File: src/hw/rtl/csu_pkg.sv
// shared types and constants of the cosine similarity unit
package csu_pkg;

    localparam int ELEM_WIDTH  = 16;
    localparam int MAX_LEN     = 1024;
    localparam int PROD_WIDTH  = 2 * ELEM_WIDTH;
    localparam int ACC_WIDTH   = PROD_WIDTH + $clog2(MAX_LEN);
    localparam int HALF_W      = ACC_WIDTH / 2;
    localparam int MUL_W       = 2 * ACC_WIDTH;
    localparam int FRAC_BITS   = 14;
    localparam int Q_BITS      = FRAC_BITS + 1;
    localparam int SRCH_W      = MUL_W + 2 * Q_BITS + 2;
    localparam int SIM_W       = 16;
    localparam int QUEUE_DEPTH = 2;

    localparam logic [Q_BITS-1:0] ONE_Q14 = Q_BITS'(1) << FRAC_BITS;

    typedef logic signed [ELEM_WIDTH-1:0] elem_t;
    typedef logic signed [PROD_WIDTH-1:0] prod_t;
    typedef logic signed [ACC_WIDTH-1:0]  acc_t;

    // finished sums of one vector pair
    typedef struct packed {
        acc_t dot;
        acc_t norm_a;
        acc_t norm_b;
    } vec_t;

endpackage

File: src/hw/rtl/csu_front.sv
// front end: element products and saturating accumulation
module csu_front
    import csu_pkg::*;
(
    input  logic  clk,
    input  logic  rst_n,
    input  logic  in_valid,
    output logic  in_stall,
    input  elem_t elem_a,
    input  elem_t elem_b,
    input  logic  is_last,
    output logic  push,
    output vec_t  push_data,
    input  logic  full
);

    function automatic acc_t sat_add(acc_t acc, prod_t p);
        logic [ACC_WIDTH:0] s;
        s = {acc[ACC_WIDTH-1], acc} + {{(ACC_WIDTH+1-PROD_WIDTH){p[PROD_WIDTH-1]}}, p};
        if (s[ACC_WIDTH] != s[ACC_WIDTH-1])
        begin
            return s[ACC_WIDTH] ? {1'b1, {(ACC_WIDTH-1){1'b0}}}
                                : {1'b0, {(ACC_WIDTH-1){1'b1}}};
        end
        return acc_t'(s[ACC_WIDTH-1:0]);
    endfunction

    logic  p_vld_reg;
    logic  p_last_reg;
    prod_t p_ab_reg;
    prod_t p_aa_reg;
    prod_t p_bb_reg;
    acc_t  dot_reg;
    acc_t  na_reg;
    acc_t  nb_reg;
    acc_t  dot_next;
    acc_t  na_next;
    acc_t  nb_next;
    logic  advance;

    // only a finished vector waiting on a full queue holds the pipe
    assign advance  = !(p_vld_reg && p_last_reg && full);
    assign in_stall = !advance;

    assign dot_next = sat_add(dot_reg, p_ab_reg);
    assign na_next  = sat_add(na_reg, p_aa_reg);
    assign nb_next  = sat_add(nb_reg, p_bb_reg);

    assign push             = p_vld_reg && p_last_reg && !full;
    assign push_data.dot    = dot_next;
    assign push_data.norm_a = na_next;
    assign push_data.norm_b = nb_next;

    always_ff @(posedge clk or negedge rst_n)
    begin
        if (!rst_n)
        begin
            p_vld_reg <= 1'b0;
            dot_reg   <= '0;
            na_reg    <= '0;
            nb_reg    <= '0;
        end
        else if (advance)
        begin
            p_vld_reg <= in_valid;
            if (p_vld_reg)
            begin
                if (p_last_reg)
                begin
                    dot_reg <= '0;
                    na_reg  <= '0;
                    nb_reg  <= '0;
                end
                else
                begin
                    dot_reg <= dot_next;
                    na_reg  <= na_next;
                    nb_reg  <= nb_next;
                end
            end
        end
    end

    always_ff @(posedge clk)
    begin
        if (advance && in_valid)
        begin
            p_last_reg <= is_last;
            p_ab_reg   <= prod_t'(elem_a) * prod_t'(elem_b);
            p_aa_reg   <= prod_t'(elem_a) * prod_t'(elem_a);
            p_bb_reg   <= prod_t'(elem_b) * prod_t'(elem_b);
        end
    end

endmodule

File: config.mk
export PLATFORM = sky130hd
export DESIGN_NAME = csu_front
export DESIGN_NICKNAME = d
export VERILOG_FILES = /design/src/hw/rtl/csu_pkg.sv /design/src/hw/rtl/csu_front.sv
export SDC_FILE = /design/constraint.sdc
export NUM_CORES = 2
export LEC_CHECK = 0
export BUFFER_PORTS_ARGS = -buffer_cell sky130_fd_sc_hd__buf_2
export CORE_MARGIN = 2
export CORE_UTILIZATION = 45
export DETAILED_ROUTE_END_ITERATION = 7
export SYNTH_ARGS = -nofsm -noshare
export SYNTH_HDL_FRONTEND = slang
export SYNTH_SLANG_ARGS = --single-unit
File: constraint.sdc
create_clock -name clk -period 6.95 [get_ports clk]
set_input_delay 1.0425 -clock clk [delete_from_list [all_inputs] [get_ports clk]]
set_output_delay 1.0425 -clock clk [all_outputs]
set_load 0.05 [all_outputs]
==> reports/qor.txt <==
Status: completed
R2R cell count: 12
Slowest cell on crit path: fa_1
Post-synth EDFFs: 95
Overflow left after global routing: 0
GRT Util Overall: 24.1%
Post-CTS Resized: 0
Ports: 165
Fin. max-slew vios: 0
Max_cap viols: 0
Clk slew on worst S/H paths: 60 ps
Top Family by Delay on Critical Path: adder cells
# setup viols final: 0
Synthesized cell area: 43,300 um2
Pre-CTS setup slack: -269 ps
First-pass GRT wire length: 189,000 um
Synth area leaders: fa_1 34%, ha_1 11%, inv_1 8.5%
Worst hold path class: input pin to async pin
WP data required: 7280 ps
Slew Limit Headroom: 32.4%
DR iter-0 viols: 1,971
Worst path most repeated cell: fa_1
Area of placed instances: 47,600 um2
Top_reg_cell synth: dfrtp_1
Initial Util: 45.5%
CTS Root Cell: clkbuf_16
Core Rows: 113
Least-Margin Pin Slew: 1010 ps
Arr. time, crit path: 6930 ps
Chip Width: 314 um
Commonest cells in the netlist: 975 x inv_1, 729 x fa_1, 432 x nand2_1, 395 x ha_1, 297 x nor2_1
Post-synth ARST share: 57.2%
Vias per inst: 5.24
CTS buffer count: 29
Nets@finish: 6,259
Period utilization: 95.0%
Clock buffer depth: 3
TritonRoute pass-1 iters: 6
Share of post-route cells with drive strength above 1: 12.1%
Largest net degree at the start of global routing: 79
Number of post-CTS setup repair buffers: 0
Design area: 48,600 um2
Mapped Nets: 5,930
Launching point of the worst reg2reg path: p_ab_reg[31]
Avg Inst Size Synth: 9.07 um2
CTS tree: built
Die height: 314 um
Reg2reg setup slack: 2160 ps
Synth Register Bits: 222
Drt drc: 0
Routability cong.: 0.925
Top cell type's share of synthesized area: 33.7%
WS Path Type: input pin to flip-flop
H-tree depth: 1
Number of global-route vias before repair: 35,200
CP cell instances: buf_2, buf_4, and2_1, fa_1, inv_1, fa_1, fa_1, inv_1, fa_1, fa_1, inv_1, fa_1, inv_1, ha_1, and3_1, a221oi_1, o21ai_0, buf_4, a41o_1, o221ai_1, o2111ai_1, a21oi_1, xnor2_1
Final WL: 115,000 um
Cell taking the most area after synthesis: fa_1
PnR worst setup slack: 350 ps
Post-route ant nets: 0
Util after Layout: 51.1%
Hold-fix buffers, CTS: 0
Buffers on Ports: 164
F_max: 152 MHz
Ant diodes: 0
Final hold violation count: 0
Worst setup SP type: input pin
Post-Syn Instances: 4,769
Buffers plus inverters on the worst setup path: 7
Worst skew pair latency: 610 ps
DP HPWL: 95,000 um
Core area: 95,200 um2
FF-to-FF End: dot_reg[6]
Via count: 33,400
Yosys cell types: 88
Placed instance count: 6,332
Crit Path Max Fanout: 12
CP max stage delay: 540 ps
CP Capture Type: flip-flop
Fin Clk Skew: 26.0 ps
Die area: 98,600 um2
Final min period: 6600 ps
Seq/Total Area, Yosys: 13.9%
Sink Count: 222
RSZ-0062 raised after global routing: false
Wire per inst: 18.0 um
Count leader, synth: inv_1
Finished Layout Cells: 6,385
Yosys warning count: 0
P&R area growth vs syn: 12.4%
Initial antenna violation count: 7
==> area by class of cell <==
type,count,area (um2)
multi-input cells,3357,32700
well taps,1265,1580
clock buffers,34,764
flip-flops and latches,222,6030
fillers,9032,46500
inverters,984,3690
repair buffers,504,3530
clock inverters,19,269
==> layer usage <==
metal / global-route usage, % / vias to the layer above / wire length (um) / share of wire (%)
li1: - / 15800 / - / -
met1: 35.0 / 16800 / 53500 / 47
met2: 39.3 / 713 / 53200 / 46
met3: 2.48 / 121 / 6010 / 5.2
met4: 4.48 / 8 / 2010 / 1.8
met5: 0 / - / 54 / 0.047
==> layout by cell type (no fill, tap or decap), drive strengths merged, types with 53 or more instances in the layout <==
cell type | netlist | routed
nand3 | 53 | 53
nand2 | 433 | 433
edfxtp | 95 | 95
nor3 | 55 | 55
and2 | 137 | 137
dfrtp | 127 | 127
nor2 | 301 | 301
a21o | 129 | 129
fa | 729 | 729
buf | 29 | 504
xor2 | 69 | 69
inv | 977 | 978
o21ai | 192 | 192
a21oi | 214 | 214
ha | 395 | 395
xnor2 | 168 | 168
==> per-stage QoR <==
stage	hold WS [ps]	TNS (ps)
CTS	466	0
finish	467	0
detailed placement	476	-3280
floorplan	453	-26.6
global route	510	0
global placement	467	-1950
==> worst max-delay path by stage <==
| stage | slack (ps) | from | to | cells after the start |
|---|---|---|---|---|
| 6_report | 350 | elem_a[9] | p_aa_reg[31] | 23 |
| 5_1_grt | 10 | elem_b[5] | p_ab_reg[25] | 26 |
| 4_1_cts | 360 | elem_b[5] | p_ab_reg[31] | 26 |
| 3_5_place_dp | -270 | elem_b[3] | p_ab_reg[31] | 26 |
| 3_3_place_gp | -170 | elem_b[3] | p_ab_reg[31] | 26 |
| 2_1_floorplan | -30 | elem_b[3] | p_bb_reg[31] | 22 |
==> cell families (layout without fill, tap and decap cells) <==
| family | Yosys count | in the layout | synth area share [%] |
|---|---|---|---|
| mux | 4 | 4 | 0.0983 |
| simple gates | 1137 | 1137 | 12.0 |
| xor+xnor | 237 | 237 | 4.80 |
| compound gates | 820 | 820 | 12.7 |
| flops | 222 | 222 | 13.9 |
| buf+inv | 1190 | 1541 | 10.5 |
| fa+ha+maj | 1159 | 1159 | 46.0 |
Power is left out: the tool's default activity adds up to more than one toggle a clock period on the data nets, which glitch-free logic cannot reach.
