<file path="src/hw/rtl/csu_pkg.sv">
// shared types and constants of the cosine similarity unit
package csu_pkg;

    localparam int ELEM_WIDTH  = 16;
    localparam int MAX_LEN     = 1024;
    localparam int PROD_WIDTH  = 2 * ELEM_WIDTH;
    localparam int ACC_WIDTH   = PROD_WIDTH + $clog2(MAX_LEN);
    localparam int HALF_W      = ACC_WIDTH / 2;
    localparam int MUL_W       = 2 * ACC_WIDTH;
    localparam int FRAC_BITS   = 14;
    localparam int Q_BITS      = FRAC_BITS + 1;
    localparam int SRCH_W      = MUL_W + 2 * Q_BITS + 2;
    localparam int SIM_W       = 16;
    localparam int QUEUE_DEPTH = 2;

    localparam logic [Q_BITS-1:0] ONE_Q14 = Q_BITS'(1) << FRAC_BITS;

    typedef logic signed [ELEM_WIDTH-1:0] elem_t;
    typedef logic signed [PROD_WIDTH-1:0] prod_t;
    typedef logic signed [ACC_WIDTH-1:0]  acc_t;

    // finished sums of one vector pair
    typedef struct packed {
        acc_t dot;
        acc_t norm_a;
        acc_t norm_b;
    } vec_t;

endpackage

</file>
<file path="src/hw/rtl/csu_queue.sv">
// short fifo of finished vector sums between front and back
module csu_queue
    import csu_pkg::*;
(
    input  logic clk,
    input  logic rst_n,
    input  logic push,
    input  vec_t push_data,
    output logic full,
    input  logic pop,
    output vec_t pop_data,
    output logic empty
);

    localparam int PTR_W = (QUEUE_DEPTH > 1) ? $clog2(QUEUE_DEPTH) : 1;
    localparam int CNT_W = $clog2(QUEUE_DEPTH + 1);

    vec_t             mem [QUEUE_DEPTH];
    logic [PTR_W-1:0] wr_ptr_reg;
    logic [PTR_W-1:0] rd_ptr_reg;
    logic [CNT_W-1:0] count_reg;

    assign full     = count_reg == CNT_W'(QUEUE_DEPTH);
    assign empty    = count_reg == '0;
    assign pop_data = mem[rd_ptr_reg];

    always_ff @(posedge clk or negedge rst_n)
    begin
        if (!rst_n)
        begin
            wr_ptr_reg <= '0;
            rd_ptr_reg <= '0;
            count_reg  <= '0;
        end
        else
        begin
            if (push)
            begin
                wr_ptr_reg <= (wr_ptr_reg == PTR_W'(QUEUE_DEPTH - 1)) ? '0 : wr_ptr_reg + 1'b1;
            end
            if (pop)
            begin
                rd_ptr_reg <= (rd_ptr_reg == PTR_W'(QUEUE_DEPTH - 1)) ? '0 : rd_ptr_reg + 1'b1;
            end
            if (push && !pop)
            begin
                count_reg <= count_reg + 1'b1;
            end
            else if (pop && !push)
            begin
                count_reg <= count_reg - 1'b1;
            end
        end
    end

    always_ff @(posedge clk)
    begin
        if (push)
        begin
            mem[wr_ptr_reg] <= push_data;
        end
    end

endmodule

</file>
<file path="config.mk">
export PLATFORM = sky130hd
export DESIGN_NAME = csu_queue
export DESIGN_NICKNAME = d
export VERILOG_FILES = /design/src/hw/rtl/csu_pkg.sv /design/src/hw/rtl/csu_queue.sv
export SDC_FILE = /design/constraint.sdc
export NUM_CORES = 1
export LEC_CHECK = 0
export BUFFER_PORTS_ARGS = -buffer_cell sky130_fd_sc_hd__buf_2
export CAP_MARGIN = 10
export CORE_ASPECT_RATIO = 1.4
export CORE_MARGIN = 2
export CORE_UTILIZATION = 55
export DETAILED_ROUTE_END_ITERATION = 8
export PLACE_DENSITY = 0.83
export SLEW_MARGIN = 10
export SYNTH_ARGS = -nofsm -noshare
export SYNTH_HDL_FRONTEND = slang
export SYNTH_SLANG_ARGS = --single-unit
</file>
<file path="constraint.sdc">
create_clock -name clk -period 12.05 [get_ports clk]
set_clock_uncertainty 0.05 [all_clocks]
set_input_delay 1.205 -clock clk [delete_from_list [all_inputs] [get_ports clk]]
set_output_delay 1.205 -clock clk [all_outputs]
set_load 0.01 [all_outputs]
</file>
==> results of run 1 <==
-- cell families after synthesis --
| kind of cell | share of synthesized area [%] |
|---|---|
| flops | 81.7 |
| mux | 16.3 |
| buf+inv | 1.12 |
| xor+xnor | 0.467 |
| simple gates | 0.280 |
| fa+ha+maj | 0.133 |
-- stage by stage --
| stage | instances | total power [mW] | utilization (%) |
|---|---|---|---|
| 2_1_floorplan | 408 | 1.79 | - |
| 3_3_place_gp | 858 | 2.01 | 64.9 |
| 3_5_place_dp | 858 | 2.04 | 64.9 |
| 4_1_cts | 897 | 2.74 | 69.2 |
| 5_1_grt | 899 | 2.83 | 69.3 |
| 6_report | 901 | 2.71 | 69.3 |
-- synthesized netlist by cell type --
cell	number	area share, %
and2_1	1	0.067
buf_2	9	0.48
buf_6	5	0.60
dfrtp_1	4	1.1
edfxtp_1	252	81
ha_1	1	0.13
inv_1	1	0.040
mux2_2	96	12
mux2_4	30	4.8
nor2_1	2	0.080
nor2b_1	2	0.13
xnor2_1	1	0.093
xor2_1	4	0.37
-- path summary, 6_finish.rpt --
check                               endpoint  slack, ns  cells after the start
max in group asynchronous         rd_ptr_reg      11.36                      1
worst max-delay path            pop_data[61]       7.86                      3
worst max register to register    mem[1][19]       9.60                      2
worst min register to register  count_reg[1]       0.45                      1
min in group clk                count_reg[1]       0.45                      1
worst min-delay path              wr_ptr_reg       0.45                      1
-- cell usage in the layout (no fill, tap or decap) --
cell | Yosys | routed
buf_2 | 9 | 257
edfxtp_1 | 252 | 252
mux2_2 | 96 | 96
mux2_4 | 30 | 30
clkbuf_16 | 0 | 23
clkinv_1 | 0 | 8
diode_2 | 0 | 4
xor2_1 | 4 | 4
buf_4 | 0 | 4
bufinv_16 | 0 | 3
clkinv_2 | 0 | 3
dfrtp_1 | 4 | 3
nor2_1 | 2 | 2
inv_1 | 1 | 1
nor2b_1 | 2 | 1
and2_4 | 0 | 1
nor2b_4 | 0 | 1
xnor2_1 | 1 | 1
ha_1 | 1 | 1
clkbuf_1 | 0 | 1
clkinv_4 | 0 | 1
dfrtp_4 | 0 | 1
-- layout make-up --
type | instances | area (µm²)
fill | 1065 | 5140
timing repair buffer | 261 | 1320
sequential | 256 | 7670
clock buffer | 24 | 579
antenna | 4 | 10.0
inverter | 1 | 3.75
multi-input combinational | 137 | 1620
tap | 203 | 254
clock inverter | 15 | 144
-- power by group --
group / switching (mW) / internal [mW] / total [mW]
Combinational: 0.370 / 0.365 / 0.735
Clock: 0.292 / 0.410 / 0.702
Sequential: 0.0893 / 1.18 / 1.27
Total: 0.751 / 1.96 / 2.71
-- layer usage --
layer / wire (µm) / vias to the layer above / share of wire, %
li1: - / 2161 / -
met4: 632 / 2 / 3.5
met3: 1180 / 46 / 6.5
met1: 6120 / 2355 / 34
met5: 13 / - / 0.072
met2: 10200 / 199 / 56
==> results by group, run 1 <==
Outcome
  • Status: finished, final reports clean

Global routing
  • Global Route met2 Usage: 36.1%
  • Largest net degree at the start of global routing: 69
  • Total GRT Usage: 19.1%
  • Grt ovf: 0
  • Initial antenna violation count: 5
  • First-pass GRT wire length: 26.2 mm
  • GRT Max-Usage Layer: met2
  • Global-route track usage on met3: 4.64%
  • GRT met1 Usage: 19.9%
  • Vias in the first global route: 4979

Timing
  • Fin crit period: 4.19 ns
  • Setup ws final: 7.86 ns
  • Unrepaired setup endpoints after global routing: no
  • Relative slew margins: 38.0%
  • Final Hold Fails: 0
  • Slew Viols, Final: 0
  • # setup viols final: 0
  • Fmax: 239 MHz
  • Slew at the pin with the worst max-slew slack: 0.930 ns
  • Post-route clock period utilization: 34.8%
  • Hold Slack: 0.451 ns
  • Final setup TNS: 0 ns

Synth
  • Mapped Area: 9390 µm²
  • Seq cells post-synth: 256
  • Post-synthesis cell count: 408
  • Distinct cell type count after synthesis: 13
  • Syn_nets: 539
  • Synth warnings: 0
  • Sequential share of the synthesized area: 81.7%
  • Syn Area/Cell: 23.0 µm²

Setup path
  • Buf/Inv on CP: 2
  • CP startpoint: rd_ptr_reg
  • Crit Path Max Fanout: 65
  • CP max-delay cell: dfrtp_4
  • CP startpoint kind: register
  • R2r startpoint: wr_ptr_reg
  • WS Path Type: register to primary output
  • Worst-path cell chain: buf_4 -> mux2_2 -> buf_2
  • Critical path endpoint category: primary output
  • Crit-path leading delay family: flip-flops
  • Crit-path max cell delay: 0.99 ns
  • Required time worst endpoint: 10.80 ns
  • Crit path DAT: 2.94 ns

Drt
  • DRT antenna net count: 0
  • WL final: 18.2 mm
  • Drt pass-1 iters: 6
  • WL per Instance: 20.2 µm
  • Vias: 4763
  • Number of remaining DRC errors: 0
  • Initial DRC Count: 287
  • Routed vias/inst: 5.29

Floorplanning
  • Chip width: 114 µm
  • Die ar.: 18100 µm²
  • I/O Pins: 258
  • Core area: 16700 µm²
  • Height of the die: 159 µm
  • Initial Util: 56.1%
  • Row Count: 56

Final layout
  • Design area: 11600 µm²
  • Final Net Count: 811
  • Proportion of layout cells with a drive suffix above 1: 60.5%
  • Largest register FFs: 252
  • Area grow syn2layout: 23.6%

Flow run
  • Max_cap viols: 0

Clock network
  • Clk sinks: 256
  • Cts repair resizes: 0
  • CTS max path bufs: 3
  • H-tree depth: 1
  • Cts hold-fix bufs: 0
  • Worst-Skew Late Latency: 0.49 ns
  • Worst-path clk slew: 0.07 ns
  • CTS root buffer: clkbuf_16
  • TritonCTS clock tree: yes
  • Post-CTS setup buffers: 0
  • CTS buffer count: 23

Min path
  • Hold Crit Class: input port to async pin

Place
  • GPL Wtd Cong: 0.806
  • Worst slack, placed: 8.34 ns
  • DP Area: 10900 µm²
  • # port buffers: 257
  • Post-DP HPWL: 12.4 mm

Pwr
  • Maximum vdd ir drop: 0.167 mV
  • Cell area power density: 234 nW/µm²
  • Lkg Pwr: 4.47 nW
No activity file was read; power rests on OpenSTA's default activity.
==> inputs of run 2 (changes only) <==
- CORE_UTILIZATION: 55 -> 52
- PLACE_DENSITY: 0.83 -> 0.79
- clock period: 12.05 -> 3.9 ns (I/O delays scaled with it)
==> run 2 against run 1 <==
Effect of this change: via count is 0.19% lower; register-to-register slack got worse by 7.7 ns; global-route usage shrank 1.5 points; cell count grew 4.6%; clock power rose to 2.9 times the previous value; power grew to 3.1 times the previous value; non-clock buffer count increased by 4; first-iteration DRC count is 9.8% higher; wire length is 3.8% lower; utilization is 3.9 points lower; die area rose by 5.6%.
==> results by group, run 2 (synthesized netlist as in run 1, its figures left out) <==
Outcome
  • Status: finished, final reports clean

Clock network
  • CTS max path bufs: 3
  • Cts repair resizes: 0
  • Cts hold-fix bufs: 1
  • CTS buffer count: 23
  • H-tree depth: 1
  • TritonCTS clock tree: yes
  • Post-CTS setup buffers: 0
  • Worst-Skew Late Latency: 0.48 ns
  • Worst-path clk slew: 0.07 ns
  • CTS root buffer: clkbuf_16
  • Clk sinks: 256

Timing
  • Fmax: 352 MHz
  • Final Hold Fails: 0
  • Relative slew margins: 41.8%
  • Post-route clock period utilization: 72.9%
  • Final setup TNS: 0 ns
  • Fin crit period: 2.84 ns
  • # setup viols final: 0
  • Slew at the pin with the worst max-slew slack: 0.871 ns
  • Hold Slack: 0.0292 ns
  • Slew Viols, Final: 0
  • Unrepaired setup endpoints after global routing: no

Floorplanning
  • Height of the die: 163 µm
  • Die ar.: 19200 µm²
  • Initial Util: 52.6%
  • I/O Pins: 258
  • Row Count: 58
  • Chip width: 118 µm
  • Core area: 17900 µm²

Setup path
  • Required time worst endpoint: 3.46 ns
  • Crit-path leading delay family: flip-flops
  • Crit Path Max Fanout: 48
  • Buf/Inv on CP: 2
  • Critical path endpoint category: primary output
  • Worst-path cell chain: buf_4 -> mux2_2 -> buf_2
  • R2r startpoint: wr_ptr_reg
  • WS Path Type: register to primary output
  • CP startpoint kind: register
  • CP startpoint: rd_ptr_reg
  • Crit path DAT: 2.40 ns
  • Crit-path max cell delay: 0.86 ns
  • CP max-delay cell: dfrtp_4

Drt
  • Initial DRC Count: 315
  • WL final: 17.5 mm
  • Vias: 4754
  • Drt pass-1 iters: 6
  • WL per Instance: 18.5 µm
  • Routed vias/inst: 5.05
  • DRT antenna net count: 0
  • Number of remaining DRC errors: 0

Place
  • # port buffers: 257
  • Post-DP HPWL: 11.9 mm
  • GPL Wtd Cong: 0.781
  • DP Area: 11000 µm²

Global routing
  • Initial antenna violation count: 5
  • Grt ovf: 0
  • Total GRT Usage: 17.6%
  • Largest net degree at the start of global routing: 56
  • Vias in the first global route: 5153
  • First-pass GRT wire length: 26.2 mm

Final layout
  • Largest register FFs: 252
  • Design area: 11700 µm²
  • Most common cell after layout, fill and taps aside: buf_2
  • Final Net Count: 815
  • Area grow syn2layout: 24.3%
  • Layout Utilization: 65.3%
  • Proportion of layout cells with a drive suffix above 1: 60.5%
  • Most frequent cells in the layout: buf_2 (257), edfxtp_1 (252), mux2_2 (96)

Pwr
  • Cell area power density: 710 nW/µm²
  • Power Total: 8.28 mW
  • Lkg Pwr: 4.48 nW
  • Maximum vdd ir drop: 0.463 mV

Min path
  • Hold Crit Class: input port to register
  • Hold_sp: push_data[44]

Flow run
  • Max_cap viols: 0
==> run 2: changes by cell type in the layout (fill, tap and decap cells not counted), sizes merged <==
cell and delta:
clkinv -4, buf +3, bufinv -2, dlygate4sd3 +1, clkbuf +7, diode -1
==> run 2: final timing paths <==
kind                       cells past startpoint           end  slack, ns
max                                            3  pop_data[50]       1.06
min                                            1    mem[1][44]       0.03
max reg2reg                                    2    mem[0][83]       1.94
min reg2reg                                    1  count_reg[1]       0.47
max in group asynchronous                      2    rd_ptr_reg       3.48
min in group asynchronous                      2  count_reg[1]       0.17
==> run 2: stage by stage <==
stage	instances	setup slack, ns
detailed placement	898	1.54
global placement	898	1.62
finish	942	1.06
CTS	939	1.02
floorplan	408	0.0391
global route	940	0.957
==> run 2: area by class of cell <==
cell class,instances,area (µm²)
inverters,1,3.75
flip-flops and latches,256,7670
repair buffers,265,1390
diodes,3,7.51
clock inverters,9,67.6
fillers,1245,6190
well taps,240,300
clock buffers,31,606
multi-input cells,137,1620
==> run 2: report_power, final <==
part	switching [mW]	internal [mW]
clock network	0.888	1.15
registers	0.230	3.65
logic	1.20	1.16
==> run 2: layer usage <==
layer	GRT usage, %	up-vias	share of wire, %
li1	-	2175	-
met1	18.6	2322	34
met2	32.5	195	54
met3	4.66	58	6.8
met4	8.71	4	4.8
met5	0	-	0.13
