`config.mk`:
```
export PLATFORM = sky130hd
export DESIGN_NAME = csu_back
export DESIGN_NICKNAME = d
export VERILOG_FILES = /design/src/hw/rtl/csu_pkg.sv /design/src/hw/rtl/csu_back.sv
export SDC_FILE = /design/constraint.sdc
export NUM_CORES = 2
export LEC_CHECK = 0
export BUFFER_PORTS_ARGS = -buffer_cell sky130_fd_sc_hd__buf_4
export CAP_MARGIN = 0
export CORE_MARGIN = 10
export CORE_UTILIZATION = 45
export DETAILED_ROUTE_END_ITERATION = 7
export PLACE_DENSITY = 0.68
export SYNTH_ARGS = -nofsm -noshare
export SYNTH_HDL_FRONTEND = slang
export SYNTH_SLANG_ARGS = --single-unit
```
`constraint.sdc`:
```
create_clock -name clk -period 33.9 [get_ports clk]
set_input_delay 3.39 -clock clk [delete_from_list [all_inputs] [get_ports clk]]
set_output_delay 3.39 -clock clk [all_outputs]
set_load 0.05 [all_outputs]
```
`src/hw/rtl/csu_pkg.sv`:
```
// shared types and constants of the cosine similarity unit
package csu_pkg;

    localparam int ELEM_WIDTH  = 16;
    localparam int MAX_LEN     = 1024;
    localparam int PROD_WIDTH  = 2 * ELEM_WIDTH;
    localparam int ACC_WIDTH   = PROD_WIDTH + $clog2(MAX_LEN);
    localparam int HALF_W      = ACC_WIDTH / 2;
    localparam int MUL_W       = 2 * ACC_WIDTH;
    localparam int FRAC_BITS   = 14;
    localparam int Q_BITS      = FRAC_BITS + 1;
    localparam int SRCH_W      = MUL_W + 2 * Q_BITS + 2;
    localparam int SIM_W       = 16;
    localparam int QUEUE_DEPTH = 2;

    localparam logic [Q_BITS-1:0] ONE_Q14 = Q_BITS'(1) << FRAC_BITS;

    typedef logic signed [ELEM_WIDTH-1:0] elem_t;
    typedef logic signed [PROD_WIDTH-1:0] prod_t;
    typedef logic signed [ACC_WIDTH-1:0]  acc_t;

    // finished sums of one vector pair
    typedef struct packed {
        acc_t dot;
        acc_t norm_a;
        acc_t norm_b;
    } vec_t;

endpackage

```
`src/hw/rtl/csu_back.sv`:
```
// back end: norm product, bitwise quotient search and result register
module csu_back
    import csu_pkg::*;
(
    input  logic                    clk,
    input  logic                    rst_n,
    input  logic                    empty,
    input  vec_t                    pop_data,
    output logic                    pop,
    output logic                    out_valid,
    input  logic                    out_stall,
    output logic signed [SIM_W-1:0] similarity,
    output logic                    zero_norm
);

    localparam logic [2:0] ST_IDLE   = 3'd0;
    localparam logic [2:0] ST_MUL    = 3'd1;
    localparam logic [2:0] ST_SRCH_A = 3'd2;
    localparam logic [2:0] ST_SRCH_B = 3'd3;
    localparam logic [2:0] ST_DONE   = 3'd4;

    localparam int K_W  = $clog2(Q_BITS);
    localparam int PP_W = 2 * HALF_W;

    logic [2:0]               state_reg;
    logic [2:0]               cnt_reg;
    logic [K_W-1:0]           k_reg;
    logic                     out_vld_reg;

    logic [ACC_WIDTH-1:0]     mag_reg;
    logic [ACC_WIDTH-1:0]     na_reg;
    logic [ACC_WIDTH-1:0]     nb_reg;
    logic                     neg_reg;
    logic                     zero_reg;
    logic [MUL_W-1:0]         mul_acc_reg;
    logic [MUL_W-1:0]         p_reg;
    logic [SRCH_W-1:0]        r_reg;
    logic [SRCH_W-1:0]        x_reg;
    logic signed [SRCH_W-1:0] ys_reg;
    logic [SRCH_W-1:0]        ps_reg;
    logic [SRCH_W-1:0]        cand_reg;
    logic [Q_BITS-1:0]        q_reg;
    logic signed [SIM_W-1:0]  sim_reg;
    logic                     zn_reg;

    logic [ACC_WIDTH-1:0]     op_x;
    logic [ACC_WIDTH-1:0]     op_y;
    logic [HALF_W-1:0]        part_x;
    logic [HALF_W-1:0]        part_y;
    logic [PP_W-1:0]          pp;
    logic [MUL_W-1:0]         pp_shift;
    logic [MUL_W-1:0]         mul_acc_next;
    logic                     fits;
    logic signed [SRCH_W-1:0] ys_upd;
    logic [Q_BITS-1:0]        q_clamp;
    logic signed [SIM_W-1:0]  sim_value;
    logic                     out_free;
    logic                     finish;

    // one 21x21 partial product per cycle: steps 0..3 build na*nb, 4..7 build |dot|^2
    assign op_x   = cnt_reg[2] ? mag_reg : na_reg;
    assign op_y   = cnt_reg[2] ? mag_reg : nb_reg;
    assign part_x = cnt_reg[0] ? op_x[ACC_WIDTH-1:HALF_W] : op_x[HALF_W-1:0];
    assign part_y = cnt_reg[1] ? op_y[ACC_WIDTH-1:HALF_W] : op_y[HALF_W-1:0];
    assign pp     = PP_W'(part_x) * PP_W'(part_y);

    always_comb
    begin
        unique case ({cnt_reg[1], cnt_reg[0]})
            2'b00:   pp_shift = MUL_W'(pp);
            2'b11:   pp_shift = MUL_W'(pp) << (2 * HALF_W);
            default: pp_shift = MUL_W'(pp) << HALF_W;
        endcase
    end

    assign mul_acc_next = mul_acc_reg + pp_shift;

    assign fits   = cand_reg <= r_reg;
    assign ys_upd = fits ? ys_reg + $signed(ps_reg << 1) : ys_reg;

    assign q_clamp   = (q_reg > ONE_Q14) ? ONE_Q14 : q_reg;
    assign sim_value = zero_reg ? '0
                     : neg_reg  ? -$signed({1'b0, q_clamp})
                     : $signed({1'b0, q_clamp});

    assign out_free = !out_vld_reg || !out_stall;
    assign finish   = (state_reg == ST_DONE) && out_free;
    assign pop      = (state_reg == ST_IDLE) && !empty;

    assign out_valid  = out_vld_reg;
    assign similarity = sim_reg;
    assign zero_norm  = zn_reg;

    always_ff @(posedge clk or negedge rst_n)
    begin
        if (!rst_n)
        begin
            state_reg   <= ST_IDLE;
            cnt_reg     <= '0;
            k_reg       <= '0;
            out_vld_reg <= 1'b0;
        end
        else
        begin
            if (finish)
            begin
                out_vld_reg <= 1'b1;
            end
            else if (!out_stall)
            begin
                out_vld_reg <= 1'b0;
            end

            unique case (state_reg)
                ST_IDLE:
                begin
                    if (pop)
                    begin
                        cnt_reg <= '0;
                        if (pop_data.norm_a == '0 || pop_data.norm_b == '0)
                        begin
                            state_reg <= ST_DONE;
                        end
                        else
                        begin
                            state_reg <= ST_MUL;
                        end
                    end
                end
                ST_MUL:
                begin
                    cnt_reg <= cnt_reg + 1'b1;
                    if (cnt_reg == 3'd7)
                    begin
                        k_reg     <= K_W'(Q_BITS - 1);
                        state_reg <= ST_SRCH_A;
                    end
                end
                ST_SRCH_A:
                begin
                    state_reg <= ST_SRCH_B;
                end
                ST_SRCH_B:
                begin
                    if (k_reg == '0)
                    begin
                        state_reg <= ST_DONE;
                    end
                    else
                    begin
                        k_reg     <= k_reg - 1'b1;
                        state_reg <= ST_SRCH_A;
                    end
                end
                ST_DONE:
                begin
                    if (out_free)
                    begin
                        state_reg <= ST_IDLE;
                    end
                end
                default:
                begin
                    state_reg <= ST_IDLE;
                end
            endcase
        end
    end

    always_ff @(posedge clk)
    begin
        if (pop)
        begin
            mag_reg     <= pop_data.dot[ACC_WIDTH-1] ? ACC_WIDTH'(-pop_data.dot)
                                                     : ACC_WIDTH'(pop_data.dot);
            na_reg      <= ACC_WIDTH'(pop_data.norm_a);
            nb_reg      <= ACC_WIDTH'(pop_data.norm_b);
            neg_reg     <= pop_data.dot[ACC_WIDTH-1];
            zero_reg    <= (pop_data.norm_a == '0) || (pop_data.norm_b == '0);
            mul_acc_reg <= '0;
            q_reg       <= '0;
        end

        if (state_reg == ST_MUL)
        begin
            if (cnt_reg == 3'd3)
            begin
                p_reg       <= mul_acc_next;
                mul_acc_reg <= '0;
            end
            else if (cnt_reg == 3'd7)
            begin
                // scale |dot|^2 by 2^30 so it lines up with (2q-1)^2 * na * nb
                r_reg  <= SRCH_W'(mul_acc_next) << (2 * Q_BITS);
                x_reg  <= SRCH_W'(p_reg);
                ys_reg <= $signed(SRCH_W'(0) - (SRCH_W'(p_reg) << (Q_BITS + 1)));
                ps_reg <= SRCH_W'(p_reg) << (2 * Q_BITS);
            end
            else
            begin
                mul_acc_reg <= mul_acc_next;
            end
        end

        // candidate (d + 2^(k+1))^2 * P built from shifted running terms
        if (state_reg == ST_SRCH_A)
        begin
            cand_reg <= x_reg + SRCH_W'(ys_reg) + ps_reg;
        end

        if (state_reg == ST_SRCH_B)
        begin
            if (fits)
            begin
                x_reg <= cand_reg;
                q_reg <= q_reg | (Q_BITS'(1) << k_reg);
            end
            ys_reg <= ys_upd >>> 1;
            ps_reg <= ps_reg >> 2;
        end

        if (finish)
        begin
            sim_reg <= sim_value;
            zn_reg  <= zero_reg;
        end
    end

endmodule

```
==> flow_metrics.env <==
export IMPL_post_cts_setup_buffer_count=0
export IMPL_outcome="finished, final reports clean"
export IMPL_dpl_hpwl_mm=189
export IMPL_crit_top_cell="fa_1"
export IMPL_setup_viol=0
export IMPL_dieArea_um2=181000
export IMPL_r2r_end="mul_acc_reg[83]"
export IMPL_fin_tns_setup_ns=0
export IMPL_setup_ws_ns=20.89
export IMPL_coreArea_um2=163000
export IMPL_hold_viol=0
export IMPL_drt_pass1_iterations=8
export IMPL_grt_util_all_layers_pct=26.2
export IMPL_max_freq_mhz=76.9
export IMPL_die_h_um=426
export IMPL_worstPathArrival_ns=13.64
export IMPL_grt_pass1_wl_mm=370
export IMPL_ys_warn_count=0
export IMPL_end_kind="flip-flop"
export IMPL_cts_tree="done"
export IMPL_preCtsSetupSlack_ns=21.10
export IMPL_start_kind="flip-flop"
export IMPL_ys_ff_latch=884
export IMPL_worstMarginPinSlew_ns=1.25
export IMPL_yosysSeqAreaShare_pct=32.8
export IMPL_drc_errors=0
export IMPL_finalNetCount=9204
export IMPL_worstPathMaxFanout=33
export IMPL_worstHoldStart="cand_reg[100]"
export IMPL_grt_overflow_total=0
export IMPL_cts_resized=0
export IMPL_grt_max_degree=132
export IMPL_synth_area_um2=74200
export IMPL_required_ns=34.54
export IMPL_io_pins=149
export IMPL_maxSlewViolCount=0
export IMPL_start_util_pct=45.4
export IMPL_viasPerCell=6.00
export IMPL_slowest_stage="o21ai_1"
export IMPL_cap_violations=0
export IMPL_clk_latency_ns=0.74
export IMPL_ys_flop_type="edfxtp_1"
export IMPL_vias=61794
export IMPL_timing_rr_start="cnt_reg[0]"
export IMPL_clk_pin_slew_ns=0.06
export IMPL_drive_gt1_share_pct=6.39
export IMPL_synth_cell_type_count=97
export IMPL_io_buffers=148
export IMPL_syn_avg_cell_area_um2=9.14
export IMPL_rsz0062_at_grt="false"
export IMPL_cts_max_path_buffers=3
export IMPL_hold_depth=2
export IMPL_hp_class="flip-flop to flip-flop"
export IMPL_numCtsBuffers=99
export IMPL_grt_pass1_vias=60566
export IMPL_gp_congestion=1.04
export IMPL_async_flop_share_pct=1.24
export IMPL_synth_edf_count=658
export IMPL_htreeDepth=3
export IMPL_hold_end="x_reg[100]"
export IMPL_period_share_pct=38.4
export IMPL_min_period_ns=13.01
export IMPL_max_stage_delay_ns=0.89
export IMPL_die_w_um=426
export IMPL_cts_sinks=884
export IMPL_worstSetupPathType="flip-flop to flip-flop"
export IMPL_rows=148
export IMPL_syn_to_final_growth_pct=8.71
export IMPL_drt_wirelength_per_cell_um=23.7
export IMPL_wl_mm=244
export IMPL_drtIter0Drc=6136
export IMPL_rrSetupSlack_ns=20.89
export IMPL_synth_fp_nets=9286
export IMPL_cts_hold_buf=0
export IMPL_postSynthCellCount=8119
export IMPL_fin_worst_skew_ns=0.0475
export IMPL_slew_headroom_pct=15.9
export IMPL_worstRegToRegCells=40
export IMPL_antenna_found_initial=3
export IMPL_root_buffer="clkbuf_16"
export IMPL_ant_nets=0
==> per-layer routing <==
metal,vias up,track usage [%],share of wire (%)
met4,0,10.3,4.4
met2,2542,41.9,45
met1,30438,35.5,42
met3,484,4.08,8.0
li1,28330,-,-
met5,-,0,0
==> cell families (layout without fill, tap and decap cells) <==
family / count (synthesis) / in the layout / synth area share [%]
adders and majority gates: 1037 / 1037 / 22.3
and+or+nand+nor: 2639 / 2639 / 16.1
DFF: 884 / 884 / 32.8
muxes: 103 / 103 / 1.51
buffers and inverters: 1054 / 1058 / 5.35
other: 0 / 3 / 0
AOI/OAI and AO/OA: 1965 / 1965 / 16.8
xor gates and xnor gates: 437 / 437 / 5.16
==> worst max-delay path: cells and delay by family (launching register included) <==
family | cells | cell delay, ns
compound gates | 16 | 4.66
xor+xnor | 2 | 0.57
fa+ha+maj | 9 | 4.43
buf+inv | 5 | 0.71
flops | 1 | 0.52
mux | 1 | 0.41
simple gates | 7 | 1.60
==> metrics by stage <==
step	utilization [%]	instances	hold slack, ns	cell area (um^2)
2_1_floorplan	-	8119	0.439	74200
3_3_place_gp	47.3	10111	0.461	77200
3_5_place_dp	47.3	10111	0.452	77200
4_1_cts	49.4	10298	0.467	80600
5_1_grt	49.4	10298	0.480	80600
6_report	49.4	10301	0.465	80600
==> cells in the final DEF, fill, tap and decap left out, types with 235 or more instances in the layout <==
cell type / n
a21o_1: 235
a21oi_1: 626
edfxtp_1: 658
fa_1: 475
ha_1: 562
inv_1: 645
nand2_1: 1078
nor2_1: 718
o21ai_0: 333
xnor2_1: 281
==> synthesized netlist by cell type (22+ instances only) <==
cell type	instances	share of area, %
o21ai_0	342	2.3
and3_1	74	0.62
ha_1	562	9.5
xnor2_1	281	3.3
o21a_1	88	0.89
nand2b_1	48	0.40
buf_1	23	0.12
nand2_1	1080	5.5
a21oi_1	627	4.2
and2_1	66	0.56
nand4_1	145	1.2
xor2_1	156	1.8
dfxtp_1	215	5.8
o31ai_1	41	0.42
or2_2	24	0.20
mux2i_1	57	0.77
mux2_2	43	0.65
nand3_1	141	0.95
o211ai_1	34	0.34
nor3_1	87	0.59
a31oi_1	146	1.2
clkbuf_1	380	1.9
inv_1	645	3.3
or3_1	59	0.50
a21boi_0	22	0.22
a211oi_1	45	0.46
o21bai_1	91	0.92
a21o_1	235	2.4
nor4_1	68	0.57
nor2_1	722	3.7
a22o_1	86	1.0
fa_1	475	13
edfxtp_1	658	27
o21ai_1	35	0.24
nor2b_1	49	0.41
==> layout make-up <==
type                       count  area, um^2
clock inverter                56         644
sequential                   884       24300
tap                         2175        2720
inverter                     647        2430
fill                       15211       82700
clock buffer                 131        2780
multi-input combinational   6181       46000
timing repair buffer         224        1710
antenna                        3        7.51
==> worst max path at each step <==
stage	start	endpoint	slack, ns	depth (start not counted)
3_5_place_dp	cnt_reg[0]	mul_acc_reg[83]	21.10	40
6_report	cnt_reg[0]	mul_acc_reg[83]	20.89	40
2_1_floorplan	cnt_reg[1]	mul_acc_reg[80]	22.73	45
4_1_cts	cnt_reg[0]	mul_acc_reg[83]	21.01	40
5_1_grt	cnt_reg[0]	mul_acc_reg[83]	20.11	40
3_3_place_gp	cnt_reg[0]	mul_acc_reg[83]	21.29	38
Power is left out: the tool's default activity adds up to more than one toggle a clock period on the data nets, which glitch-free logic cannot reach.
